`src/design/lkc_pkg.sv`:
```
package lkc_pkg;

	localparam int DEF_ENTRIES      = 48;
	localparam int DEF_KEY_BITS     = 64;
	localparam int DEF_PAYLOAD_BITS = 32;

	localparam int KEY_TAG_W  = 64;
	localparam int IN_PAY_W   = 32;
	localparam int SLOT_W     = 6;
	localparam int OUT_PAY_W  = 32;
	localparam int STAMP_W    = 64;

	localparam logic MODE_ACCESS = 1'b0;
	localparam logic MODE_FLUSH  = 1'b1;

	typedef struct packed {
		logic                 mode;
		logic [KEY_TAG_W-1:0] key_tag;
		logic [IN_PAY_W-1:0]  fill_payload;
	} cmd_t;

	typedef struct packed {
		logic                 hit;
		logic [SLOT_W-1:0]    slot_index;
		logic [OUT_PAY_W-1:0] payload_out;
		logic                 evicted;
		logic [OUT_PAY_W-1:0] evicted_payload;
	} rsp_t;

	typedef enum logic [0:0] {
		ST_IDLE,
		ST_SCAN
	} state_t;

endpackage

```
`src/design/lkc_seq.sv`:
```
module lkc_seq #(
	parameter int ENTRIES  = lkc_pkg::DEF_ENTRIES,
	parameter int KEY_BITS = lkc_pkg::DEF_KEY_BITS,
	parameter int PAY_W    = lkc_pkg::DEF_PAYLOAD_BITS,
	parameter int IDX_W    = $clog2(ENTRIES),
	parameter int CNT_W    = $clog2(ENTRIES + 1)
) (
	input  logic                        clk,
	input  logic                        arst_n,
	input  logic                        start,
	output logic                        busy,
	input  lkc_pkg::cmd_t               cmd,
	output logic                        done,
	output lkc_pkg::rsp_t               result,
	output logic [IDX_W-1:0]            rd_addr,
	output logic                        wr_en,
	output logic [IDX_W-1:0]            wr_addr,
	output logic [KEY_BITS-1:0]         wr_key,
	output logic [PAY_W-1:0]            wr_pay,
	output logic [lkc_pkg::STAMP_W-1:0] wr_stamp,
	output logic                        valid_s1,
	output logic [IDX_W-1:0]            idx_s1,
	output logic [KEY_BITS-1:0]         key_q,
	input  logic [PAY_W-1:0]            rd_pay_s1,
	input  logic                        match,
	input  logic [IDX_W-1:0]            victim_idx,
	input  logic [PAY_W-1:0]            victim_pay
);

	lkc_pkg::state_t             state_q, state_d;
	logic [CNT_W-1:0]            fill_q, fill_d;
	logic [CNT_W-1:0]            rd_cnt_q;
	logic [lkc_pkg::STAMP_W-1:0] use_clock_q, use_clock_d;
	logic                        last_s1;
	logic [PAY_W-1:0]            pay_q;
	logic                        accept, issue, decide, full;
	logic [KEY_BITS-1:0]         in_key;
	logic [PAY_W-1:0]            in_pay;
	logic                        done_d;
	lkc_pkg::rsp_t               rsp_d;
	logic [IDX_W-1:0]            miss_slot;

	assign busy    = (state_q != lkc_pkg::ST_IDLE);
	assign accept  = start && !busy;
	assign in_key  = cmd.key_tag[KEY_BITS-1:0];
	assign in_pay  = cmd.fill_payload[PAY_W-1:0];
	assign issue   = (state_q == lkc_pkg::ST_SCAN) && (rd_cnt_q < fill_q);
	assign rd_addr = rd_cnt_q[IDX_W-1:0];
	assign decide  = (state_q == lkc_pkg::ST_SCAN) && valid_s1 && (match || last_s1);
	assign full    = (fill_q == CNT_W'(ENTRIES));
	assign miss_slot = full ? victim_idx : fill_q[IDX_W-1:0];

	always_comb begin
		state_d = state_q;
		unique case (state_q)
			lkc_pkg::ST_IDLE: begin
				if (accept && cmd.mode == lkc_pkg::MODE_ACCESS && fill_q != '0) begin
					state_d = lkc_pkg::ST_SCAN;
				end
			end
			lkc_pkg::ST_SCAN: begin
				if (decide) begin
					state_d = lkc_pkg::ST_IDLE;
				end
			end
			default: state_d = lkc_pkg::ST_IDLE;
		endcase
	end

	always_comb begin
		wr_en       = 1'b0;
		wr_addr     = miss_slot;
		wr_key      = key_q;
		wr_pay      = pay_q;
		wr_stamp    = use_clock_q + lkc_pkg::STAMP_W'(1);
		fill_d      = fill_q;
		use_clock_d = use_clock_q;
		done_d      = 1'b0;
		rsp_d       = '0;
		unique case (state_q)
			lkc_pkg::ST_IDLE: begin
				if (accept) begin
					if (cmd.mode == lkc_pkg::MODE_FLUSH) begin
						fill_d = '0;
						done_d = 1'b1;
					end else if (fill_q == '0) begin
						// empty table: install in entry zero right away
						wr_en             = 1'b1;
						wr_addr           = '0;
						wr_key            = in_key;
						wr_pay            = in_pay;
						fill_d            = CNT_W'(1);
						use_clock_d       = wr_stamp;
						done_d            = 1'b1;
						rsp_d.payload_out = lkc_pkg::OUT_PAY_W'(in_pay);
					end
				end
			end
			lkc_pkg::ST_SCAN: begin
				if (decide) begin
					wr_en       = 1'b1;
					use_clock_d = wr_stamp;
					done_d      = 1'b1;
					if (match) begin
						wr_addr           = idx_s1;
						wr_pay            = rd_pay_s1;
						rsp_d.hit         = 1'b1;
						rsp_d.slot_index  = lkc_pkg::SLOT_W'(idx_s1);
						rsp_d.payload_out = lkc_pkg::OUT_PAY_W'(rd_pay_s1);
					end else begin
						rsp_d.slot_index  = lkc_pkg::SLOT_W'(miss_slot);
						rsp_d.payload_out = lkc_pkg::OUT_PAY_W'(pay_q);
						if (full) begin
							rsp_d.evicted         = 1'b1;
							rsp_d.evicted_payload = lkc_pkg::OUT_PAY_W'(victim_pay);
						end else begin
							fill_d = fill_q + CNT_W'(1);
						end
					end
				end
			end
			default: ;
		endcase
	end

	always_ff @(posedge clk or negedge arst_n) begin
		if (!arst_n) begin
			state_q     <= lkc_pkg::ST_IDLE;
			fill_q      <= '0;
			use_clock_q <= '0;
			rd_cnt_q    <= '0;
			valid_s1    <= 1'b0;
			done        <= 1'b0;
		end else begin
			state_q     <= state_d;
			fill_q      <= fill_d;
			use_clock_q <= use_clock_d;
			valid_s1    <= issue;
			done        <= done_d;
			if (accept) begin
				rd_cnt_q <= '0;
			end else if (issue) begin
				rd_cnt_q <= rd_cnt_q + CNT_W'(1);
			end
		end
	end

	always_ff @(posedge clk) begin
		idx_s1  <= rd_addr;
		last_s1 <= (rd_cnt_q == fill_q - CNT_W'(1));
		result  <= rsp_d;
		if (accept) begin
			key_q <= in_key;
			pay_q <= in_pay;
		end
	end

endmodule

```
`config.mk`:
```
export PLATFORM = sky130hd
export DESIGN_NAME = lkc_seq
export DESIGN_NICKNAME = d
export VERILOG_FILES = /design/src/design/lkc_pkg.sv /design/src/design/lkc_seq.sv
export SDC_FILE = /design/constraint.sdc
export NUM_CORES = 1
export LEC_CHECK = 0
export BUFFER_PORTS_ARGS = -buffer_cell sky130_fd_sc_hd__buf_2
export CAP_MARGIN = 30
export CORE_AREA = 2 2 188 190
export DETAILED_ROUTE_END_ITERATION = 10
export DIE_AREA = 0 0 190 192
export GPL_ROUTABILITY_DRIVEN = 1
export GPL_TIMING_DRIVEN = 0
export SYNTH_ARGS = -nofsm -noshare
export SYNTH_HDL_FRONTEND = slang
export SYNTH_SLANG_ARGS = --single-unit
```
`constraint.sdc`:
```
create_clock -name clk -period 4.3 [get_ports clk]
set_input_delay 0.215 -clock clk [delete_from_list [all_inputs] [get_ports clk]]
set_output_delay 0.215 -clock clk [all_outputs]
set_load 0.01 [all_outputs]
```
==> results.yml <==
worst_setup_path:
  crit_slowest_cell: "dfrtp_1"
  arrival_ns: 3.59
  startpoint: "fill_q[0]"
  path_max_fanout: 10
  critPathRequiredTime_ns: 4.09
  cpMostUsedCell: "buf_2"
  critPathMaxStageDelay_ns: 0.50
  r2r_start: "fill_q[0]"
  crit_family: "buffers and inverters"
  cp.depth: 8
  cp-end-kind: "primary output"
  path_buf_inv: 4
  startpoint_type: "flip-flop"
  r2r_setup_slack_ns: 1.31
  crit_type: "reg -> out"
  worstSetupEndpoint: "wr_key[60]"
  r2r_cells: 7
  reg2reg_to: "result[61]"
  worstPathCellList: "inv_1 -> ha_1 -> or4b_1 -> nor2_1 -> buf_2 -> buf_2 -> mux2_2 -> buf_2"
clocking:
  clock_path_buffers: 3
  clock_latency_ns: 0.55
  cts_buffers: 29
  root_buffer: "clkbuf_16"
  cts_tree: "built"
  clk_pin_slew_worst_paths_ns: 0.06
  cts.sinks: 254
  cts_resized: 0
  h-tree-depth: 1
placement:
  port_buffers: 488
  dp_slack_ns: 0.899
  gp_congestion: 0.892
  dpl.hpwl_um: 33500
  dp_cells: 1952
timing:
  setup_viol: 0
  holdWs_ns: 0.0281
  tightest_slew_ns: 0.868
  period_share_pct: 88.5
  slew_headroom_pct: 41.6
  finalHoldViolCount: 0
  finClkSkew_ns: 0.0167
  fin_ws_ns: 0.496
  drv_slew: 0
  rsz0062_at_grt: "no"
  max_freq_mhz: 263
  min_period_ns: 3.80
logic_synthesis:
  avgSynthCellArea_um2: 11.6
  async_flop_share_pct: 31.1
  synth-seq-area-share_pct: 55.0
  postSynthCellCount: 1007
  synth_cell_types: 56
  yosysWarnings: 0
  synth-main-ff-cell: "edfxtp_1"
  synthesis.nets: 1188
  netlist_area_um2: 11700
  synth_edf_count: 96
  synth_seq_cells: 254
global_routing:
  first_global_vias: 10500
  grt_pass1_wl_um: 64000
  antenna_found_initial: 5
  grt_max_degree: 63
  track_usage_pct: 23.1
  grt-ovfl-total: 0
pwr:
  power_frac_clock_pct: 31.0
  power_density_nw_per_um2: 464
  power_w: 0.00800
  pwr-share-seq_pct: 38.5
  ir_worst_vdd_uv: 349
  intPower_w: 0.00529
  power.switching_w: 0.00271
  switching_share_pct: 33.9
  p_leak_nw: 7.97
  pwr-share-comb_pct: 30.6
drt:
  ant_nets: 0
  dr.pass1.iters: 5
  drc: 0
  viasPerCell: 5.00
  drt_iter0_drc: 665
  wl_per_cell_um: 20.8
  vias: 10800
  wl_um: 44900
die:
  die_x_um: 190
  die-height_um: 192
  core_region_area_um2: 34300
  row_count: 68
  ios: 489
  initial_utilization_pct: 34.2
  die-area_um2: 36500
final_layout:
  nNetsFinal: 1860
  layout_commonest_cell: "buf_2"
  layout_common_cells: "buf_2 (509), dlygate4sd3_1 (151), edfxtp_1 (96), dfrtp_1 (79), dfxtp_1 (79)"
  synthToLayoutAreaGrowth_pct: 47.2
  drive_above_1_share_pct: 37.9
  instances_no_fill: 2158
  n_fill_cell: 3082
  fin_util_pct: 50.3
run:
  cap_viol_max_count: 0
status:
  outcome: "finished clean"
hold_path:
  hold_class: "in -> reg"
[worst min-delay path by stage]
stage,startpoint,endpoint,slack [ns],cells past startpoint
detailed placement,arst_n,use_clock_q[25],0.20,1
global placement,cmd[93],key_q[61],0.40,1
CTS,rd_pay_s1[26],result[59],0.0008,3
finish,rd_pay_s1[3],result[36],0.03,3
global route,rd_pay_s1[3],result[36],0.03,3
floorplan,arst_n,busy,-0.08,0
[power groups by stage]
stage / clock, W / sequential (W) / combinational (W)
after floorplan: 0 / 0.00318 / 0.00115
after global placement: 0 / 0.00314 / 0.00231
after detailed placement: 0 / 0.00312 / 0.00234
after CTS: 0.00254 / 0.00307 / 0.00246
after global routing: 0.00263 / 0.00311 / 0.00264
final: 0.00248 / 0.00308 / 0.00244
[stage by stage]
stage,area [um2],TNS [ns]
CTS,17200,0
detailed placement,14800,0
finish,17300,0
floorplan,11700,0
global placement,14700,-5.63
global route,17300,0
[worst reg2reg max path, cell delays in order (launching register included)]
cell	delay, ns
dfrtp_1	0.50
inv_1	0.10
ha_1	0.24
or4b_1	0.49
nor2_1	0.37
buf_2	0.37
clkbuf_1	0.48
a221o_1	0.35
[registers in the layout, indices dropped and copies added, names as in the netlist]
| name | count |
|---|---|
| idx_s1 | 6 |
| done | 1 |
| pay_q | 32 |
| fill_q | 6 |
| use_clock_q | 64 |
| last_s1 | 1 |
| result | 72 |
| rd_addr | 6 |
| key_q | 64 |
| valid_s1 | 1 |
| busy | 1 |
[cells in the mapped netlist (all sizes together), types with 31 or more instances]
| master | instances | share of area, % |
|---|---|---|
| a221o | 62 | 5.3 |
| and2 | 69 | 3.7 |
| clkbuf | 34 | 1.1 |
| dfrtp | 79 | 17 |
| dfxtp | 79 | 13 |
| edfxtp | 96 | 25 |
| mux2 | 65 | 6.2 |
| nand2 | 67 | 2.2 |
| nand3 | 45 | 2.0 |
| nand4 | 31 | 1.8 |
| nor2 | 57 | 1.8 |
| xnor2 | 59 | 4.5 |
| xor2 | 74 | 5.5 |
[layer usage]
layer	wire (um)	part of all wire (%)	track usage, %
met5	14	0.031	0
met3	3710	8.3	5.97
met2	21400	48	38.0
met1	18100	40	29.1
met4	1760	3.9	8.94
[timing repair]
item | 4_1_cts | 5_1_grt
buffers inserted | 0 | 0
hold endpoints to repair | 195 | 0
hold buffers | 151 | 0
[cell type report]
class / instances / area, um2 / share of cell area, %
timing repair buffer: 641 / 4010 / 23.3
sequential: 254 / 6440 / 37.3
clock inverter: 17 / 151 / 0.878
tap: 455 / 569 / 3.30
inverter: 18 / 70.1 / 0.406
multi-input combinational: 678 / 4960 / 28.8
antenna: 2 / 5.00 / 0.0290
clock buffer: 36 / 793 / 4.60
buffer: 57 / 249 / 1.44
[cell families (layout without fill, tap and decap cells)]
logic type | count (synthesis) | count (layout) | share of synthesized area [%]
adders and majority gates | 10 | 10 | 1.07
muxes | 69 | 69 | 6.59
AOI/OAI and AO/OA | 108 | 108 | 7.56
xor gates and xnor gates | 133 | 133 | 10.0
buffers and inverters | 75 | 769 | 2.70
DFF | 254 | 254 | 55.0
and+or+nand+nor | 358 | 358 | 17.1
other | 0 | 2 | 0
Note: power is estimated with default switching activity, not from simulation.
