==> src/design/lkc_pkg.sv <==
package lkc_pkg;

	localparam int DEF_ENTRIES      = 48;
	localparam int DEF_KEY_BITS     = 64;
	localparam int DEF_PAYLOAD_BITS = 32;

	localparam int KEY_TAG_W  = 64;
	localparam int IN_PAY_W   = 32;
	localparam int SLOT_W     = 6;
	localparam int OUT_PAY_W  = 32;
	localparam int STAMP_W    = 64;

	localparam logic MODE_ACCESS = 1'b0;
	localparam logic MODE_FLUSH  = 1'b1;

	typedef struct packed {
		logic                 mode;
		logic [KEY_TAG_W-1:0] key_tag;
		logic [IN_PAY_W-1:0]  fill_payload;
	} cmd_t;

	typedef struct packed {
		logic                 hit;
		logic [SLOT_W-1:0]    slot_index;
		logic [OUT_PAY_W-1:0] payload_out;
		logic                 evicted;
		logic [OUT_PAY_W-1:0] evicted_payload;
	} rsp_t;

	typedef enum logic [0:0] {
		ST_IDLE,
		ST_SCAN
	} state_t;

endpackage

==> src/design/lkc_scan.sv <==
module lkc_scan #(
	parameter int KEY_W = lkc_pkg::DEF_KEY_BITS,
	parameter int PAY_W = lkc_pkg::DEF_PAYLOAD_BITS,
	parameter int IDX_W = 6
) (
	input  logic                        clk,
	input  logic                        valid_s1,
	input  logic [IDX_W-1:0]            idx_s1,
	input  logic [KEY_W-1:0]            key_ref,
	input  logic [KEY_W-1:0]            rd_key_s1,
	input  logic [PAY_W-1:0]            rd_pay_s1,
	input  logic [lkc_pkg::STAMP_W-1:0] rd_stamp_s1,
	output logic                        match,
	output logic [IDX_W-1:0]            victim_idx,
	output logic [PAY_W-1:0]            victim_pay
);

	logic [lkc_pkg::STAMP_W-1:0] min_stamp_q;
	logic [IDX_W-1:0]            min_idx_q;
	logic [PAY_W-1:0]            min_pay_q;
	logic                        take_cur;

	assign match = (rd_key_s1 == key_ref);

	// entry zero restarts the running minimum; strict less keeps the lowest index
	assign take_cur   = (idx_s1 == '0) || (rd_stamp_s1 < min_stamp_q);
	assign victim_idx = take_cur ? idx_s1    : min_idx_q;
	assign victim_pay = take_cur ? rd_pay_s1 : min_pay_q;

	always_ff @(posedge clk) begin
		if (valid_s1 && take_cur) begin
			min_stamp_q <= rd_stamp_s1;
			min_idx_q   <= idx_s1;
			min_pay_q   <= rd_pay_s1;
		end
	end

endmodule

==> config.mk <==
export PLATFORM = sky130hd
export DESIGN_NAME = lkc_scan
export DESIGN_NICKNAME = d
export VERILOG_FILES = /design/src/design/lkc_pkg.sv /design/src/design/lkc_scan.sv
export SDC_FILE = /design/constraint.sdc
export NUM_CORES = 1
export LEC_CHECK = 0
export BUFFER_PORTS_ARGS = -buffer_cell sky130_fd_sc_hd__buf_2
export CORE_ASPECT_RATIO = 1.2
export CORE_MARGIN = 4
export CORE_UTILIZATION = 40
export DETAILED_ROUTE_END_ITERATION = 7
export PLACE_DENSITY = 0.72
export SLEW_MARGIN = 20
export SYNTH_ARGS = -nofsm -noshare
export SYNTH_HDL_FRONTEND = slang
export SYNTH_SLANG_ARGS = --single-unit
export TNS_END_PERCENT = 50
==> constraint.sdc <==
create_clock -name clk -period 7.4 [get_ports clk]
set_input_delay 0.74 -clock clk [delete_from_list [all_inputs] [get_ports clk]]
set_output_delay 0.74 -clock clk [all_outputs]
set_load 0.02 [all_outputs]
==> flow_summary.html, run 1 <==
<table>
<tr><th>Metric</th><th>Value</th></tr>
<tr><th colspan="2">Clock network</th></tr>
<tr><td>TritonCTS clock tree</td><td>yes</td></tr>
<tr><td>Total clock buffers created by CTS</td><td>9</td></tr>
<tr><td>Clk Tree Root Cell</td><td>sky130_fd_sc_hd__clkbuf_16</td></tr>
<tr><td>Clock-pin slew on the worst setup and hold paths</td><td>0.08 ns</td></tr>
<tr><td>Clk Latency, worst-skew pair</td><td>0.35 ns</td></tr>
<tr><td>Post-CTS repair timing setup buffer count</td><td>0</td></tr>
<tr><td>CTS Hold Buffers Added</td><td>0</td></tr>
<tr><td>Total clock sinks</td><td>102</td></tr>
<tr><td>Cts repair resizes</td><td>0</td></tr>
<tr><td>H-Tree Depth</td><td>3</td></tr>
<tr><td>Maximum buffer depth of the clock tree</td><td>2</td></tr>
<tr><th colspan="2">Logic synthesis</th></tr>
<tr><td>Share of the yosys chip area belonging to registers</td><td>0.510</td></tr>
<tr><td>Flop and latch count out of synthesis</td><td>between 100 and 150</td></tr>
<tr><td>Area of the mapped netlist</td><td>between 0.006 and 0.007 sq mm</td></tr>
<tr><td>Library cell occupying the most area in the post-synthesis netlist</td><td>sky130_fd_sc_hd__edfxtp_1</td></tr>
<tr><td>Synthesized netlist net count</td><td>766</td></tr>
<tr><td>Async set-reset flop share out of synthesis</td><td>0</td></tr>
<tr><td>Distinct cell type count of the synthesized netlist</td><td>33</td></tr>
<tr><td>Count of flip-flops with a built-in enable after synthesis</td><td>102</td></tr>
<tr><td>Avg Inst Size Synth</td><td>about 13 sq um</td></tr>
<tr><td>Number of warning messages in the yosys log</td><td>0</td></tr>
<tr><td>Largest cells by area after synthesis</td><td>sky130_fd_sc_hd__edfxtp_1, sky130_fd_sc_hd__ha_1, sky130_fd_sc_hd__xor2_1</td></tr>
<tr><td>Cell count after synthesis</td><td>471</td></tr>
<tr><td>Share of the synthesized area in the top cell type</td><td>0.510</td></tr>
<tr><td>Main synth FF type</td><td>sky130_fd_sc_hd__edfxtp_1</td></tr>
<tr><th colspan="2">Run status</th></tr>
<tr><td>Status</td><td>completed</td></tr>
<tr><th colspan="2">Timing</th></tr>
<tr><td>Pins over their slew limit</td><td>0</td></tr>
<tr><td>Final hold viol count</td><td>0</td></tr>
<tr><td>Final-report setup violation count</td><td>0</td></tr>
<tr><td>Final setup slack of the worst path</td><td>between 3 and 4 ns</td></tr>
<tr><td>Crit share post-route</td><td>0.586</td></tr>
<tr><td>Max Freq</td><td>about 0.23 GHz</td></tr>
<tr><td>Actual transition at the worst max-transition pin</td><td>0.668 ns</td></tr>
<tr><td>Worst Skew</td><td>0.0130 ns</td></tr>
<tr><td>Relative slew margins</td><td>0.555</td></tr>
<tr><td>Sum Neg Setup Slack</td><td>0 ns</td></tr>
<tr><td>Unrepaired setup endpoints after global routing</td><td>false</td></tr>
<tr><td>Time the worst path needs with I/O delays and setup</td><td>4.34 ns</td></tr>
<tr><th colspan="2">Hold path</th></tr>
<tr><td>Class of the most critical hold timing path</td><td>in2reg</td></tr>
<tr><th colspan="2">Finish</th></tr>
<tr><td>Share of cells above drive strength 1</td><td>0.425</td></tr>
<tr><td>Cell area after layout</td><td>a little under 0.008 sq mm</td></tr>
<tr><td>Final nets</td><td>between 1000 and 1500</td></tr>
<tr><td>Fill cell count</td><td>1307</td></tr>
<tr><td>Final Non-Filler Cells</td><td>a little under 1000</td></tr>
<tr><td>Area used by sequential logic in the layout</td><td>approximately 0.003 sq mm</td></tr>
<tr><td>Most frequent cells in the layout</td><td>sky130_fd_sc_hd__buf_2, sky130_fd_sc_hd__edfxtp_1, sky130_fd_sc_hd__inv_1</td></tr>
<tr><td>Area taken by multi-input logic gates</td><td>between 0.002 and 0.003 sq mm</td></tr>
<tr><td>Final cell utilization of the core</td><td>0.543</td></tr>
<tr><td>Most frequent standard cell in the layout excluding fill and tap cells</td><td>sky130_fd_sc_hd__buf_2</td></tr>
<tr><td>Post-synthesis to final-layout area growth</td><td>31.6%</td></tr>
<tr><th colspan="2">Route</th></tr>
<tr><td>Vias per std cell</td><td>around 4.7</td></tr>
<tr><td>Final routed wire length divided by cell count</td><td>around 15 microns</td></tr>
<tr><td>DRT antenna net count</td><td>0</td></tr>
<tr><td>Drt initial violations</td><td>~210</td></tr>
<tr><td>Post-route DRC violation count</td><td>0</td></tr>
<tr><td>WL final</td><td>14700 microns</td></tr>
<tr><td>First-pass DRT Iterations</td><td>4</td></tr>
<tr><td>Via count</td><td>between 4000 and 5000</td></tr>
<tr><th colspan="2">Floorplan</th></tr>
<tr><td>Initial core utilization</td><td>0.413</td></tr>
<tr><td>Core area</td><td>0.0145 sq mm</td></tr>
<tr><td>Die boundary width</td><td>120 microns</td></tr>
<tr><td>FP Rows</td><td>48</td></tr>
<tr><td># IOs</td><td>roughly 270</td></tr>
<tr><td>DIE HEIGHT</td><td>roughly 140 microns</td></tr>
<tr><td>Full die area</td><td>0.0170 sq mm</td></tr>
<tr><th colspan="2">Setup path</th></tr>
<tr><td>CP dominant cell by count</td><td>sky130_fd_sc_hd__buf_2</td></tr>
<tr><td>Element type at the critical path start</td><td>primary input</td></tr>
<tr><td>Worst-path fanout max</td><td>33</td></tr>
<tr><td>Startpoint-to-endpoint class of the critical path</td><td>in2out</td></tr>
<tr><td>Critical path's largest stage delay</td><td>approximately 0.57 ns</td></tr>
<tr><td>CP cell instances</td><td>buf_2 -&gt; ha_1 -&gt; nand4_1 -&gt; nor4_1 -&gt; nand2_1 -&gt; a211oi_2 -&gt; nor3_4 -&gt; a21boi_4 -&gt; buf_4 -&gt; mux2_1 -&gt; buf_2</td></tr>
<tr><td>Crit. End Element</td><td>primary output</td></tr>
<tr><td>Cell with the largest stage delay on the worst path</td><td>sky130_fd_sc_hd__nor4_1</td></tr>
<tr><td>CP required</td><td>about 6.7 ns</td></tr>
<tr><td>Critical path arrival</td><td>approximately 3.6 ns</td></tr>
<tr><th colspan="2">Place</th></tr>
<tr><td>GPL Wtd Cong</td><td>between 0.8 and 0.9</td></tr>
<tr><td>Count of input and output buffers</td><td>270</td></tr>
<tr><td>Area post-placement</td><td>0.00760 sq mm</td></tr>
<tr><td>DPL Wire Length</td><td>12500 microns</td></tr>
<tr><td>Cell count after placement</td><td>around 940</td></tr>
<tr><td>Pre-CTS worst setup slack</td><td>around 3.0 ns</td></tr>
<tr><th colspan="2">Global routing</th></tr>
<tr><td>Pin count of the biggest net entering global routing</td><td>between 50 and 60</td></tr>
<tr><td>Global route overflow</td><td>0</td></tr>
<tr><td>Initial antenna violation count</td><td>4</td></tr>
<tr><td>Number of global-route vias before repair</td><td>between 4000 and 5000</td></tr>
<tr><td>Global-route wire length before repair</td><td>approximately 23000 microns</td></tr>
<tr><td>Overall global routing resource usage</td><td>0.170</td></tr>
<tr><th colspan="2">Power and ir drop</th></tr>
<tr><td>Total leakage power</td><td>0.00383 uW</td></tr>
<tr><td>Maximum vdd drop</td><td>between 0.00009 and 0.0001 V</td></tr>
<tr><td>Power density over cell area</td><td>about 190 mW/mm^2</td></tr>
<tr><th colspan="2">Job</th></tr>
<tr><td>Number of violations of the max-capacitance limit</td><td>0</td></tr>
</table>
cell type report:
cell class,instances,share of cell area
clock buffer,10,0.0290
timing repair buffer,273,0.174
sequential,102,0.388
inverter,73,0.0347
tap,200,0.0317
clock inverter,6,0.00666
multi-input combinational,293,0.334
antenna,6,0.00190
path summary, 6_finish.rpt:
kind,startpoint,end,slack [ns],cells after the start
setup / recovery,rd_stamp_s1[63],victim_pay[0],3.06,11
hold reg to reg,min_stamp_q[47]$_DFFE_PP_,min_pay_q[26]$_DFFE_PP_,2.04,8
setup reg to reg,min_stamp_q[63]$_DFFE_PP_,min_stamp_q[62]$_DFFE_PP_,4.05,11
hold / removal,idx_s1[0],min_idx_q[0]$_DFFE_PP_,0.58,1
power by group:
part	internal, uW	switching, uW
combinational	164	188
sequential	690	10.8
clock	234	219
total	1090	418
flip-flops by register name, indices dropped and copies added, names as in the netlist:
| name | cells |
|---|---|
| min_idx_q | 6 |
| min_pay_q | 32 |
| min_stamp_q | 64 |
cells in the mapped netlist, types with 2 or more instances:
cell type / count
sky130_fd_sc_hd__ha_1: 63
sky130_fd_sc_hd__nor4_1: 21
sky130_fd_sc_hd__a221oi_1: 3
sky130_fd_sc_hd__a21oi_1: 26
sky130_fd_sc_hd__nor2b_1: 2
sky130_fd_sc_hd__o21ai_0: 9
sky130_fd_sc_hd__edfxtp_1: 102
sky130_fd_sc_hd__mux2_1: 3
sky130_fd_sc_hd__mux2_4: 29
sky130_fd_sc_hd__a21o_1: 2
sky130_fd_sc_hd__nand2_1: 20
sky130_fd_sc_hd__inv_1: 73
sky130_fd_sc_hd__nand3_1: 8
sky130_fd_sc_hd__nor3_1: 2
sky130_fd_sc_hd__nand4_1: 17
sky130_fd_sc_hd__mux2i_1: 6
sky130_fd_sc_hd__nor2_1: 4
sky130_fd_sc_hd__xor2_1: 64
sky130_fd_sc_hd__buf_6: 3
kinds of logic after synthesis:
group,Yosys count,synth area share
xor+xnor,64,0.0934
buf+inv,76,0.0513
flops,102,0.510
simple gates,77,0.0703
mux,38,0.0882
compound gates,51,0.0550
fa+ha+maj,63,0.131
stage by stage:
step                      hold WS, ns  total power (uW)
after global placement          0.931              1060
after CTS                       0.567              1530
after floorplan                 0.839               935
after detailed placement        0.934              1070
after global routing            0.566              1580
final                           0.579              1510
worst max-delay path, delay by kind of cell:
family / cells / cell delay, ns
muxes: 1 / 0.37
adders and majority gates: 1 / 0.31
buffers and inverters: 3 / 0.75
AOI/OAI and AO/OA: 2 / 0.41
and+or+nand+nor: 4 / 0.97
routing by layer:
| metal | up-vias | GRT usage | wire [microns] |
|---|---|---|---|
| met5 | - | 0 | 0 |
| met4 | 0 | 0.0730 | 350 |
| met3 | 19 | 0.0330 | 948 |
| met2 | 188 | 0.325 | 8100 |
| met1 | 2029 | 0.180 | 5270 |
| li1 | 2282 | - | - |
(Power assumes the default switching activity.)
==> run 2: changes to the inputs <==
--- a/config.mk
+++ b/config.mk
@@ -5,12 +5,13 @@
 export SDC_FILE = /design/constraint.sdc
 export NUM_CORES = 1
 export LEC_CHECK = 0
+export ABC_AREA = 1
 export BUFFER_PORTS_ARGS = -buffer_cell sky130_fd_sc_hd__buf_2
 export CORE_ASPECT_RATIO = 1.2
 export CORE_MARGIN = 4
 export CORE_UTILIZATION = 40
 export DETAILED_ROUTE_END_ITERATION = 7
-export PLACE_DENSITY = 0.72
+export PLACE_DENSITY = 0.7
 export SLEW_MARGIN = 20
 export SYNTH_ARGS = -nofsm -noshare
 export SYNTH_HDL_FRONTEND = slang
==> constraint.sdc (replaced) <==
create_clock -name clk -period 4.4 [get_ports clk]
set_input_delay 0.44 -clock clk [delete_from_list [all_inputs] [get_ports clk]]
set_output_delay 0.44 -clock clk [all_outputs]
set_load 0.02 [all_outputs]
==> run 2 against run 1 <==
  * Sequential power grew 69%
  * Power grew 70%
  * Final area grew 0.71%
  * Largest cell class unchanged
==> flow_summary.html, run 2 <==
<table>
<tr><th>Metric</th><th>Value</th></tr>
<tr><th colspan="2">Setup path</th></tr>
<tr><td>Depth of the critical timing path with buffers and inverters included</td><td>16 (was 11)</td></tr>
<tr><td>Register-to-register setup slack</td><td>1.54 ns (was 4.05 ns)</td></tr>
<tr><td>Cell with the largest stage delay on the worst path</td><td>sky130_fd_sc_hd__nand2_2 (was sky130_fd_sc_hd__nor4_1)</td></tr>
<tr><td>Worst-path fanout max</td><td>38 (was 33)</td></tr>
<tr><td>Critical path arrival</td><td>2.75 ns (was 3.60 ns)</td></tr>
<tr><td>Endpoint of the worst-slack reg-to-reg timing path</td><td>min_stamp_q[12]$_DFFE_PP_ (was min_stamp_q[62]$_DFFE_PP_)</td></tr>
<tr><td>Reg2reg path depth</td><td>15 (was 11)</td></tr>
<tr><td>CP required</td><td>3.96 ns (was 6.66 ns)</td></tr>
<tr><td>CP dominant cell by count</td><td>sky130_fd_sc_hd__nand2_1 (was sky130_fd_sc_hd__buf_2)</td></tr>
<tr><td>Launch point of the worst reg-to-reg path</td><td>min_stamp_q[5]$_DFFE_PP_ (was min_stamp_q[63]$_DFFE_PP_)</td></tr>
<tr><td>Buffers plus inverters on the worst setup path</td><td>2 (was 3)</td></tr>
<tr><td>Startpoint-to-endpoint class of the critical path</td><td>reg2out (was in2out)</td></tr>
<tr><td>Crit. End Element</td><td>primary output (unchanged)</td></tr>
<tr><td>Cell class contributing the biggest share of worst-path delay</td><td>simple AND/OR/NAND/NOR gates (unchanged)</td></tr>
<tr><td>CP cell instances</td><td>inv_1 -&gt; ha_1 -&gt; a21oi_1 -&gt; nor2_1 -&gt; nor3_2 -&gt; nand2_1 -&gt; nand2_1 -&gt; nand2_1 -&gt; nand2_1 -&gt; nand2_1 -&gt; nand2_1 -&gt; nand2_2 -&gt; nand2_2 -&gt; nand2_1 -&gt; nand2_1 -&gt; buf_2 (was buf_2 -&gt; ha_1 -&gt; nand4_1 -&gt; nor4_1 -&gt; nand2_1 -&gt; a211oi_2 -&gt; nor3_4 -&gt; a21boi_4 -&gt; buf_4 -&gt; mux2_1 -&gt; buf_2)</td></tr>
<tr><td>Element type at the critical path start</td><td>flop (was primary input)</td></tr>
<tr><td>Critical path's largest stage delay</td><td>0.51 ns (was 0.57 ns)</td></tr>
<tr><th colspan="2">Global routing</th></tr>
<tr><td>Global-route wire length before repair</td><td>22900 microns (was 22500 microns)</td></tr>
<tr><td>Overall global routing resource usage</td><td>0.168 (was 0.170)</td></tr>
<tr><td>Global route overflow</td><td>0 (unchanged)</td></tr>
<tr><td>Number of global-route vias before repair</td><td>4889 (was 4620)</td></tr>
<tr><td>Pin count of the biggest net entering global routing</td><td>103 (was 52)</td></tr>
<tr><td>Initial antenna violation count</td><td>1 (was 4)</td></tr>
<tr><th colspan="2">Finish</th></tr>
<tr><td>Post-synthesis to final-layout area growth</td><td>30.5% (was 31.6%)</td></tr>
<tr><td>Cell area after layout</td><td>0.00795 sq mm (was 0.00790 sq mm)</td></tr>
<tr><td>Biggest regs</td><td>min_stamp_q (64), min_pay_q (32), min_idx_q (6) (unchanged)</td></tr>
<tr><td>Final nets</td><td>1185 (was 1047)</td></tr>
<tr><td>Max reg flops</td><td>64 (unchanged)</td></tr>
<tr><td>Most frequent standard cell in the layout excluding fill and tap cells</td><td>sky130_fd_sc_hd__buf_2 (unchanged)</td></tr>
<tr><td>Share of cells above drive strength 1</td><td>0.337 (was 0.425)</td></tr>
<tr><td>Final Non-Filler Cells</td><td>1100 (was 963)</td></tr>
<tr><td>Fill cell count</td><td>1434 (was 1307)</td></tr>
<tr><td>Top register by number of flip-flops</td><td>min_stamp_q (unchanged)</td></tr>
<tr><td>Most frequent cells in the layout</td><td>sky130_fd_sc_hd__buf_2, sky130_fd_sc_hd__nand2_1, sky130_fd_sc_hd__edfxtp_1 (was sky130_fd_sc_hd__buf_2, sky130_fd_sc_hd__edfxtp_1, sky130_fd_sc_hd__inv_1)</td></tr>
<tr><th colspan="2">Logic synthesis</th></tr>
<tr><td>Async set-reset flop share out of synthesis</td><td>0 (unchanged)</td></tr>
<tr><td>Number of warning messages in the yosys log</td><td>0 (unchanged)</td></tr>
<tr><td>Library cell occupying the most area in the post-synthesis netlist</td><td>sky130_fd_sc_hd__edfxtp_1 (unchanged)</td></tr>
<tr><td>Most instantiated library cell after synthesis</td><td>sky130_fd_sc_hd__nand2_1 (was sky130_fd_sc_hd__edfxtp_1)</td></tr>
<tr><td>Flop and latch count out of synthesis</td><td>102 (unchanged)</td></tr>
<tr><td>Compound-gate portion of the synthesized area</td><td>0.0425 (was 0.0550)</td></tr>
<tr><td>Avg Inst Size Synth</td><td>9.86 sq um (was 12.7 sq um)</td></tr>
<tr><td>Share of the synthesized area in the top cell type</td><td>0.503 (was 0.510)</td></tr>
<tr><td>Share of the yosys chip area belonging to registers</td><td>0.503 (was 0.510)</td></tr>
<tr><td>Area share of fa/ha/maj cells after synthesis</td><td>0.129 (was 0.131)</td></tr>
<tr><td>Synthesized-area fraction occupied by xor and xnor cells</td><td>0.0705 (was 0.0934)</td></tr>
<tr><td>Cell count after synthesis</td><td>618 (was 471)</td></tr>
<tr><td>Count of flip-flops with a built-in enable after synthesis</td><td>102 (unchanged)</td></tr>
<tr><td>Largest cells by area after synthesis</td><td>sky130_fd_sc_hd__edfxtp_1, sky130_fd_sc_hd__ha_1, sky130_fd_sc_hd__nand2_1 (was sky130_fd_sc_hd__edfxtp_1, sky130_fd_sc_hd__ha_1, sky130_fd_sc_hd__xor2_1)</td></tr>
<tr><td>Distinct cell type count of the synthesized netlist</td><td>29 (was 33)</td></tr>
<tr><td>Combinational family with the most area after synthesis</td><td>simple AND/OR/NAND/NOR gates (was adder cells)</td></tr>
<tr><td>Mux cell area share after synthesis</td><td>0 (was 0.0882)</td></tr>
<tr><td>Synthesized-area fraction occupied by and/or/nand/nor cells</td><td>0.184 (was 0.0703)</td></tr>
<tr><td>Area of the mapped netlist</td><td>0.00609 sq mm (was 0.00600 sq mm)</td></tr>
<tr><td>Main synth FF type</td><td>sky130_fd_sc_hd__edfxtp_1 (unchanged)</td></tr>
<tr><td>Cell types with the highest counts after synthesis</td><td>sky130_fd_sc_hd__nand2_1, sky130_fd_sc_hd__edfxtp_1, sky130_fd_sc_hd__inv_1, sky130_fd_sc_hd__ha_1, sky130_fd_sc_hd__nand3_1 (was sky130_fd_sc_hd__edfxtp_1, sky130_fd_sc_hd__inv_1, sky130_fd_sc_hd__xor2_1, sky130_fd_sc_hd__ha_1, sky130_fd_sc_hd__mux2_4)</td></tr>
<tr><td>Synthesized netlist net count</td><td>913 (was 766)</td></tr>
<tr><th colspan="2">Place</th></tr>
<tr><td>Count of input and output buffers</td><td>270 (unchanged)</td></tr>
<tr><td>DPL Wire Length</td><td>12200 microns (was 12500 microns)</td></tr>
<tr><td>GPL Wtd Cong</td><td>0.823 (was 0.820)</td></tr>
<tr><td>Cell count after placement</td><td>1083 (was 941)</td></tr>
<tr><td>Area post-placement</td><td>0.00766 sq mm (was 0.00760 sq mm)</td></tr>
<tr><th colspan="2">Clock network</th></tr>
<tr><td>Cts repair resizes</td><td>0 (unchanged)</td></tr>
<tr><td>Clk Tree Root Cell</td><td>sky130_fd_sc_hd__clkbuf_16 (unchanged)</td></tr>
<tr><td>Total clock sinks</td><td>102 (unchanged)</td></tr>
<tr><td>H-Tree Depth</td><td>3 (unchanged)</td></tr>
<tr><td>TritonCTS clock tree</td><td>yes (unchanged)</td></tr>
<tr><td>Clk Latency, worst-skew pair</td><td>0.34 ns (was 0.35 ns)</td></tr>
<tr><td>CTS Hold Buffers Added</td><td>0 (unchanged)</td></tr>
<tr><td>Post-CTS repair timing setup buffer count</td><td>0 (unchanged)</td></tr>
<tr><td>Total clock buffers created by CTS</td><td>9 (unchanged)</td></tr>
<tr><td>Clock-pin slew on the worst setup and hold paths</td><td>0.07 ns (was 0.08 ns)</td></tr>
<tr><td>Maximum buffer depth of the clock tree</td><td>2 (unchanged)</td></tr>
<tr><th colspan="2">Route</th></tr>
<tr><td>Via count</td><td>5046 (was 4518)</td></tr>
<tr><td>DRT antenna net count</td><td>0 (unchanged)</td></tr>
<tr><td>Vias per std cell</td><td>4.59 (was 4.69)</td></tr>
<tr><td>Drt initial violations</td><td>241 (was 208)</td></tr>
<tr><td>Post-route DRC violation count</td><td>0 (unchanged)</td></tr>
<tr><td>WL final</td><td>14900 microns (was 14700 microns)</td></tr>
<tr><td>Final routed wire length divided by cell count</td><td>13.6 microns (was 15.2 microns)</td></tr>
<tr><td>First-pass DRT Iterations</td><td>4 (unchanged)</td></tr>
<tr><th colspan="2">Timing</th></tr>
<tr><td>Actual transition at the worst max-transition pin</td><td>0.666 ns (was 0.668 ns)</td></tr>
<tr><td>Worst Skew</td><td>0.00670 ns (was 0.0130 ns)</td></tr>
<tr><td>Unrepaired setup endpoints after global routing</td><td>false (unchanged)</td></tr>
<tr><td>Sum Neg Setup Slack</td><td>0 ns (unchanged)</td></tr>
<tr><td>Relative slew margins</td><td>0.554 (was 0.555)</td></tr>
<tr><td>Crit share post-route</td><td>0.724</td></tr>
<tr><td>Max Freq</td><td>about 0.31 GHz</td></tr>
<tr><td>Pins over their slew limit</td><td>0 (unchanged)</td></tr>
<tr><td>Time the worst path needs with I/O delays and setup</td><td>between 3 and 4 ns</td></tr>
<tr><td>Final-report setup violation count</td><td>0 (unchanged)</td></tr>
<tr><td>Final hold viol count</td><td>0 (unchanged)</td></tr>
<tr><th colspan="2">Floorplan</th></tr>
<tr><td>Die boundary width</td><td>121 microns (was 120 microns)</td></tr>
<tr><td>FP Rows</td><td>49 (was 48)</td></tr>
<tr><td>DIE HEIGHT</td><td>143 microns (was 142 microns)</td></tr>
<tr><td>Full die area</td><td>0.0173 sq mm (was 0.0170 sq mm)</td></tr>
<tr><td>Initial core utilization</td><td>0.407 (was 0.413)</td></tr>
<tr><td>Core area</td><td>0.0150 sq mm (was 0.0145 sq mm)</td></tr>
<tr><td># IOs</td><td>271 (unchanged)</td></tr>
<tr><th colspan="2">Power and ir drop</th></tr>
<tr><td>Power density over cell area</td><td>323 mW/mm^2 (was 191 mW/mm^2)</td></tr>
<tr><td>Maximum vdd drop</td><td>0.000180 V (was 0.0000907 V)</td></tr>
<tr><td>Total leakage power</td><td>0.00395 uW (was 0.00383 uW)</td></tr>
<tr><th colspan="2">Hold path</th></tr>
<tr><td>Class of the most critical hold timing path</td><td>in2reg (unchanged)</td></tr>
<tr><td>Worst hold start</td><td>rd_stamp_s1[0] (was idx_s1[0])</td></tr>
<tr><td>Hold path endpoint</td><td>min_stamp_q[0]$_DFFE_PP_ (was min_idx_q[0]$_DFFE_PP_)</td></tr>
<tr><td>Hold path cells</td><td>1 (unchanged)</td></tr>
<tr><th colspan="2">Run status</th></tr>
<tr><td>Status</td><td>completed (unchanged)</td></tr>
<tr><th colspan="2">Job</th></tr>
<tr><td>Number of violations of the max-capacitance limit</td><td>0 (unchanged)</td></tr>
</table>
[run 2: cell types whose count changed after synthesis, moves of 16 or more]
cell	previous run	this run
sky130_fd_sc_hd__inv_1	73	90
sky130_fd_sc_hd__mux2_4	29	0
sky130_fd_sc_hd__nand2_1	20	146
sky130_fd_sc_hd__nand3_1	8	49
sky130_fd_sc_hd__nor2_1	4	24
sky130_fd_sc_hd__nor4_1	21	5
sky130_fd_sc_hd__xnor2_1	0	47
sky130_fd_sc_hd__xor2_1	64	2
[run 2: power breakdown]
part,switching (uW),total (uW),internal (uW)
combinational,359,610,251
sequential,17.4,1180,1160
clock,340,779,439
total,717,2570,1850
[run 2: area by class of cell]
type                            instances  area [sq um]  area share
Antenna cell                            1          2.50    0.000315
Clock buffer                           10           229      0.0288
Clock inverter                          6          62.6     0.00787
Inverter                               91           342      0.0430
Multi-Input combinational cell        413          2610       0.328
Sequential cell                       102          3060       0.385
Tap cell                              204           255      0.0321
Timing Repair Buffer                  273          1390       0.174
[run 2: logic make-up after synthesis]
family	count (synthesis)
xor gates and xnor gates	49
AOI/OAI and AO/OA	45
and+or+nand+nor	256
adders and majority gates	63
DFF	102
buffers and inverters	103
[run 2: stage by stage]
step           hold WS (ns)  utilization  setup slack [ns]  total power, uW
3_5_place_dp          0.634        0.512              1.35             1820
3_3_place_gp          0.633        0.512              1.40             1800
4_1_cts               0.266        0.531              1.17             2610
5_1_grt               0.265        0.532             0.882             2740
6_report              0.285        0.532              1.21             2570
2_1_floorplan         0.539            -             0.697             1580
[run 2: metal layers]
metal  up-vias  GRT usage  routed length (microns)
li1       2635          -                        -
met1      2211      0.220                     6640
met2       185      0.276                     7050
met3        15     0.0384                      986
met4         0     0.0525                      243
met5         -          0                        0
[run 2: worst max path at each step]
stage	slack (ns)	start	to
after CTS	1.17	min_stamp_q[5]$_DFFE_PP_	victim_pay[3]
after floorplan	0.70	rd_stamp_s1[37]	min_idx_q[0]$_DFFE_PP_
final	1.21	min_stamp_q[5]$_DFFE_PP_	victim_pay[3]
after global placement	1.40	rd_stamp_s1[5]	victim_pay[8]
after detailed placement	1.35	rd_stamp_s1[5]	min_stamp_q[37]$_DFFE_PP_
after global routing	0.88	min_stamp_q[15]$_DFFE_PP_	victim_pay[24]
==> run 3: changes to the inputs <==
--- a/config.mk
+++ b/config.mk
@@ -5,7 +5,7 @@
 export SDC_FILE = /design/constraint.sdc
 export NUM_CORES = 1
 export LEC_CHECK = 0
-export ABC_AREA = 1
+export ABC_AREA = 0
 export BUFFER_PORTS_ARGS = -buffer_cell sky130_fd_sc_hd__buf_2
 export CORE_ASPECT_RATIO = 1.2
 export CORE_MARGIN = 4
==> constraint.sdc (replaced) <==
create_clock -name clk -period 2.95 [get_ports clk]
set_input_delay 0.295 -clock clk [delete_from_list [all_inputs] [get_ports clk]]
set_output_delay 0.295 -clock clk [all_outputs]
set_load 0.02 [all_outputs]
==> run 3 against run 2 <==
  * The run now ends with negative setup slack left
  * Critical path type unchanged
  * Power increased by 65%
  * Core utilization rose by 9.6 points
  * Final cell count fell by 9.0%
  * Critical path depth decreased by 3
  * Wire length grew 15%
  * Count of clock-buffer cells in the layout did not move
  * Sequential share of layout area decreased by 4.9 points
  * Die area decreased by 1.4%
  * Sequential power up 49%
  * Largest power group unchanged
==> flow_summary.html, run 3 (synthesis gave the netlist of run 1 again) <==
<table>
<tr><th>Metric</th><th>Value</th></tr>
<tr><th colspan="2">Run status</th></tr>
<tr><td>Status</td><td>finished with violations (was completed)</td></tr>
<tr><td>Violated checks</td><td>negative setup slack</td></tr>
<tr><th colspan="2">Clock network</th></tr>
<tr><td>Clock-pin slew on the worst setup and hold paths</td><td>0.07 ns (about the same)</td></tr>
<tr><td>Total clock sinks</td><td>102 (unchanged)</td></tr>
<tr><td>Clk Tree Root Cell</td><td>sky130_fd_sc_hd__clkbuf_16 (unchanged)</td></tr>
<tr><td>Maximum buffer depth of the clock tree</td><td>2 (unchanged)</td></tr>
<tr><td>Clk Latency, worst-skew pair</td><td>0.34 ns (about the same)</td></tr>
<tr><td>TritonCTS clock tree</td><td>yes (unchanged)</td></tr>
<tr><td>Total clock buffers created by CTS</td><td>9 (unchanged)</td></tr>
<tr><td>CTS Hold Buffers Added</td><td>0 (unchanged)</td></tr>
<tr><td>H-Tree Depth</td><td>3 (unchanged)</td></tr>
<tr><th colspan="2">Setup path</th></tr>
<tr><td>Worst-path fanout max</td><td>8 (was 38)</td></tr>
<tr><td>Cell class contributing the biggest share of worst-path delay</td><td>buffers and inverters (was simple AND/OR/NAND/NOR gates)</td></tr>
<tr><td>Buffers plus inverters on the worst setup path</td><td>5 (was 2)</td></tr>
<tr><td>Register-to-register setup slack</td><td>-0.18 ns (was 1.54 ns)</td></tr>
<tr><td>Launch point of the worst reg-to-reg path</td><td>min_stamp_q[51]$_DFFE_PP_ (was min_stamp_q[5]$_DFFE_PP_)</td></tr>
<tr><td>CP dominant cell by count</td><td>sky130_fd_sc_hd__buf_6 (was sky130_fd_sc_hd__nand2_1)</td></tr>
<tr><td>Crit. End Element</td><td>primary output (unchanged)</td></tr>
<tr><td>CP cell instances</td><td>inv_1 -&gt; ha_4 -&gt; nand4_1 -&gt; nor4_2 -&gt; buf_4 -&gt; nand2_4 -&gt; a211oi_4 -&gt; nor3_4 -&gt; a21boi_4 -&gt; buf_6 -&gt; buf_12 -&gt; mux2_4 -&gt; buf_6 (was inv_1 -&gt; ha_1 -&gt; a21oi_1 -&gt; nor2_1 -&gt; nor3_2 -&gt; nand2_1 -&gt; nand2_1 -&gt; nand2_1 -&gt; nand2_1 -&gt; nand2_1 -&gt; nand2_1 -&gt; nand2_2 -&gt; nand2_2 -&gt; nand2_1 -&gt; nand2_1 -&gt; buf_2)</td></tr>
<tr><td>Startpoint-to-endpoint class of the critical path</td><td>reg2out (unchanged)</td></tr>
<tr><td>Critical path arrival</td><td>2.99 ns (was 2.75 ns)</td></tr>
<tr><td>Cell with the largest stage delay on the worst path</td><td>sky130_fd_sc_hd__edfxtp_1 (was sky130_fd_sc_hd__nand2_2)</td></tr>
<tr><td>Critical path's largest stage delay</td><td>0.34 ns (was 0.51 ns)</td></tr>
<tr><td>Endpoint of the worst-slack reg-to-reg timing path</td><td>min_stamp_q[52]$_DFFE_PP_ (was min_stamp_q[12]$_DFFE_PP_)</td></tr>
<tr><td>CP required</td><td>2.65 ns (was 3.96 ns)</td></tr>
<tr><td>Reg2reg path depth</td><td>16 (was 15)</td></tr>
<tr><td>Element type at the critical path start</td><td>flop (unchanged)</td></tr>
<tr><th colspan="2">Floorplan</th></tr>
<tr><td>DIE HEIGHT</td><td>142 microns (was 143 microns)</td></tr>
<tr><td>FP Rows</td><td>48 (was 49)</td></tr>
<tr><td># IOs</td><td>271 (unchanged)</td></tr>
<tr><td>Full die area</td><td>0.0170 sq mm (was 0.0173 sq mm)</td></tr>
<tr><td>Die boundary width</td><td>120 microns (was 121 microns)</td></tr>
<tr><td>Initial core utilization</td><td>0.413 (was 0.407)</td></tr>
<tr><td>Core area</td><td>0.0145 sq mm (was 0.0150 sq mm)</td></tr>
<tr><th colspan="2">Global routing</th></tr>
<tr><td>Initial antenna violation count</td><td>2 (was 1)</td></tr>
<tr><td>Number of global-route vias before repair</td><td>5412 (was 4889)</td></tr>
<tr><td>Overall global routing resource usage</td><td>0.191 (was 0.168)</td></tr>
<tr><td>Global route overflow</td><td>0 (unchanged)</td></tr>
<tr><td>Pin count of the biggest net entering global routing</td><td>21 (was 103)</td></tr>
<tr><td>Global-route wire length before repair</td><td>25800 microns (was 22900 microns)</td></tr>
<tr><th colspan="2">Hold path</th></tr>
<tr><td>Hold path cells</td><td>1 (unchanged)</td></tr>
<tr><td>Class of the most critical hold timing path</td><td>in2reg (unchanged)</td></tr>
<tr><td>Worst hold start</td><td>rd_stamp_s1[0] (unchanged)</td></tr>
<tr><td>Hold path endpoint</td><td>min_stamp_q[0]$_DFFE_PP_ (unchanged)</td></tr>
<tr><th colspan="2">Timing</th></tr>
<tr><td>Relative slew margins</td><td>0.729 (was 0.554)</td></tr>
<tr><td>Pins over their slew limit</td><td>0 (unchanged)</td></tr>
<tr><td>Time the worst path needs with I/O delays and setup</td><td>between 3 and 4 ns</td></tr>
<tr><td>Crit share post-route</td><td>1.11</td></tr>
<tr><td>Unrepaired setup endpoints after global routing</td><td>true (was false)</td></tr>
<tr><td>Worst Skew</td><td>0.00807 ns (was 0.00670 ns)</td></tr>
<tr><td>Actual transition at the worst max-transition pin</td><td>0.403 ns (was 0.666 ns)</td></tr>
<tr><td>Final-report setup violation count</td><td>139 (was 0)</td></tr>
<tr><td>Max Freq</td><td>between 0.3 and 0.4 GHz</td></tr>
<tr><td>Final hold viol count</td><td>0 (unchanged)</td></tr>
<tr><td>Final setup slack of the worst path</td><td>-0.331 ns (was 1.21 ns)</td></tr>
<tr><th colspan="2">Route</th></tr>
<tr><td>Via count</td><td>4837 (was 5046)</td></tr>
<tr><td>Post-route DRC violation count</td><td>0 (unchanged)</td></tr>
<tr><td>Final routed wire length divided by cell count</td><td>17.1 microns (was 13.6 microns)</td></tr>
<tr><td>WL final</td><td>17100 microns (was 14900 microns)</td></tr>
<tr><td>First-pass DRT Iterations</td><td>4 (unchanged)</td></tr>
<tr><td>Vias per std cell</td><td>4.83 (was 4.59)</td></tr>
<tr><td>DRT antenna net count</td><td>0 (unchanged)</td></tr>
<tr><td>Drt initial violations</td><td>217 (was 241)</td></tr>
<tr><th colspan="2">Place</th></tr>
<tr><td>Pre-CTS worst setup slack</td><td>-0.154 ns (was 1.35 ns)</td></tr>
<tr><td>DPL Wire Length</td><td>12900 microns (was 12200 microns)</td></tr>
<tr><td>Count of input and output buffers</td><td>270 (unchanged)</td></tr>
<tr><td>GPL Wtd Cong</td><td>0.909 (was 0.823)</td></tr>
<tr><th colspan="2">Power and ir drop</th></tr>
<tr><td>Internal Power</td><td>3100 uW (was 1850 uW)</td></tr>
<tr><td>Power share of the clock group</td><td>0.276 (was 0.304)</td></tr>
<tr><td>Total leakage power</td><td>0.00427 uW (was 0.00395 uW)</td></tr>
<tr><td>Switching Power</td><td>1130 uW (was 717 uW)</td></tr>
<tr><td>Combinational share of power</td><td>0.309 (was 0.238)</td></tr>
<tr><td>Power density over cell area</td><td>465 mW/mm^2 (was 323 mW/mm^2)</td></tr>
<tr><td>Sequential fraction of design power</td><td>0.415 (was 0.459)</td></tr>
<tr><td>Post-layout power</td><td>4230 uW (was 2570 uW)</td></tr>
<tr><td>Maximum vdd drop</td><td>0.000250 V (was 0.000180 V)</td></tr>
<tr><td>Switching fraction of total power</td><td>0.268 (was 0.279)</td></tr>
<tr><th colspan="2">Finish</th></tr>
<tr><td>Post-synthesis to final-layout area growth</td><td>51.9% (was 30.5%)</td></tr>
<tr><td>Most frequent standard cell in the layout excluding fill and tap cells</td><td>sky130_fd_sc_hd__buf_2 (unchanged)</td></tr>
<tr><td>Most frequent cells in the layout</td><td>sky130_fd_sc_hd__buf_2, sky130_fd_sc_hd__edfxtp_1, sky130_fd_sc_hd__inv_1 (was sky130_fd_sc_hd__buf_2, sky130_fd_sc_hd__nand2_1, sky130_fd_sc_hd__edfxtp_1)</td></tr>
<tr><td>Max reg flops</td><td>64 (unchanged)</td></tr>
<tr><td>Area used by sequential logic in the layout</td><td>0.00306 sq mm (unchanged)</td></tr>
<tr><td>Fill cell count</td><td>1154 (was 1434)</td></tr>
<tr><td>Final cell utilization of the core</td><td>0.627 (was 0.532)</td></tr>
<tr><td>Top register by number of flip-flops</td><td>min_stamp_q (unchanged)</td></tr>
<tr><td>Final nets</td><td>1090 (was 1185)</td></tr>
<tr><td>Share of cells above drive strength 1</td><td>0.497 (was 0.337)</td></tr>
<tr><td>Area taken by multi-input logic gates</td><td>0.00294 sq mm (was 0.00261 sq mm)</td></tr>
<tr><td>Biggest regs</td><td>min_stamp_q (64), min_pay_q (32), min_idx_q (6) (unchanged)</td></tr>
<tr><th colspan="2">Job</th></tr>
<tr><td>Number of violations of the max-capacitance limit</td><td>0 (unchanged)</td></tr>
</table>
run 3: changes by cell type in the layout (fill, tap and decap cells not counted), moves of 20 or more:
| cell | before | now |
|---|---|---|
| sky130_fd_sc_hd__nand2_1 | 146 | 18 |
| sky130_fd_sc_hd__xor2_1 | 2 | 64 |
| sky130_fd_sc_hd__xnor2_1 | 47 | 0 |
| sky130_fd_sc_hd__nand3_1 | 49 | 7 |
| sky130_fd_sc_hd__buf_6 | 0 | 41 |
| sky130_fd_sc_hd__buf_2 | 270 | 232 |
| sky130_fd_sc_hd__mux2_4 | 0 | 32 |
| sky130_fd_sc_hd__inv_1 | 90 | 69 |
| sky130_fd_sc_hd__nor2_1 | 24 | 4 |
run 3: worst max-delay path by stage:
| stage | startpoint | to | slack [ns] | depth (start not counted) |
|---|---|---|---|---|
| after floorplan | min_stamp_q[1]$_DFFE_PP_ | min_idx_q[0]$_DFFE_PP_ | -0.76 | 9 |
| after global placement | rd_stamp_s1[61] | victim_pay[31] | -0.13 | 12 |
| after detailed placement | rd_stamp_s1[38] | victim_pay[0] | -0.15 | 12 |
| after CTS | min_stamp_q[27]$_DFFE_PP_ | victim_pay[17] | -0.46 | 14 |
| after global routing | min_stamp_q[61]$_DFFE_PP_ | victim_pay[23] | -0.47 | 13 |
| final | min_stamp_q[58]$_DFFE_PP_ | victim_pay[18] | -0.33 | 13 |
run 3: power by group through the flow:
stage | registers [uW] | logic (uW) | clock network [uW]
floorplan | 1780 | 552 | 0
global placement | 1780 | 941 | 0
detailed placement | 1790 | 972 | 0
CTS | 1750 | 1260 | 1200
global route | 1770 | 1410 | 1260
finish | 1760 | 1310 | 1170
run 3: metrics by stage:
stage	setup TNS (ns)	hold WS, ns	std cells	cell area, sq um
3_3_place_gp	-12.11	0.484	957	7820
6_report	-23.05	0.149	1001	9110
5_1_grt	-43.48	0.133	1001	9110
4_1_cts	-39.20	0.130	997	8890
3_5_place_dp	-16.56	0.489	957	7820
2_1_floorplan	-77.14	0.394	471	6020
run 3: final cells by class:
class                      instances  share of cell area
antenna                            2            0.000549
clock buffer                      10              0.0251
inverter                          73              0.0301
clock inverter                     5             0.00659
sequential                       102               0.336
tap                              200              0.0275
multi-input combinational        293               0.322
timing repair buffer             316               0.252
run 3: metal layers:
metal  wire length (microns)  track usage
met5                       0            0
met4                     242       0.0573
met3                     866       0.0338
met2                    9550        0.375
met1                    6470        0.208
run 3: repair_timing:
item / 4_1_cts / 5_1_grt
gates resized for setup: 95 / 43
gates cloned: 9 / 2
setup buffers: 17 / 3
endpoints found under the setup margin: 135 / 140
pin swaps: 13 / 17
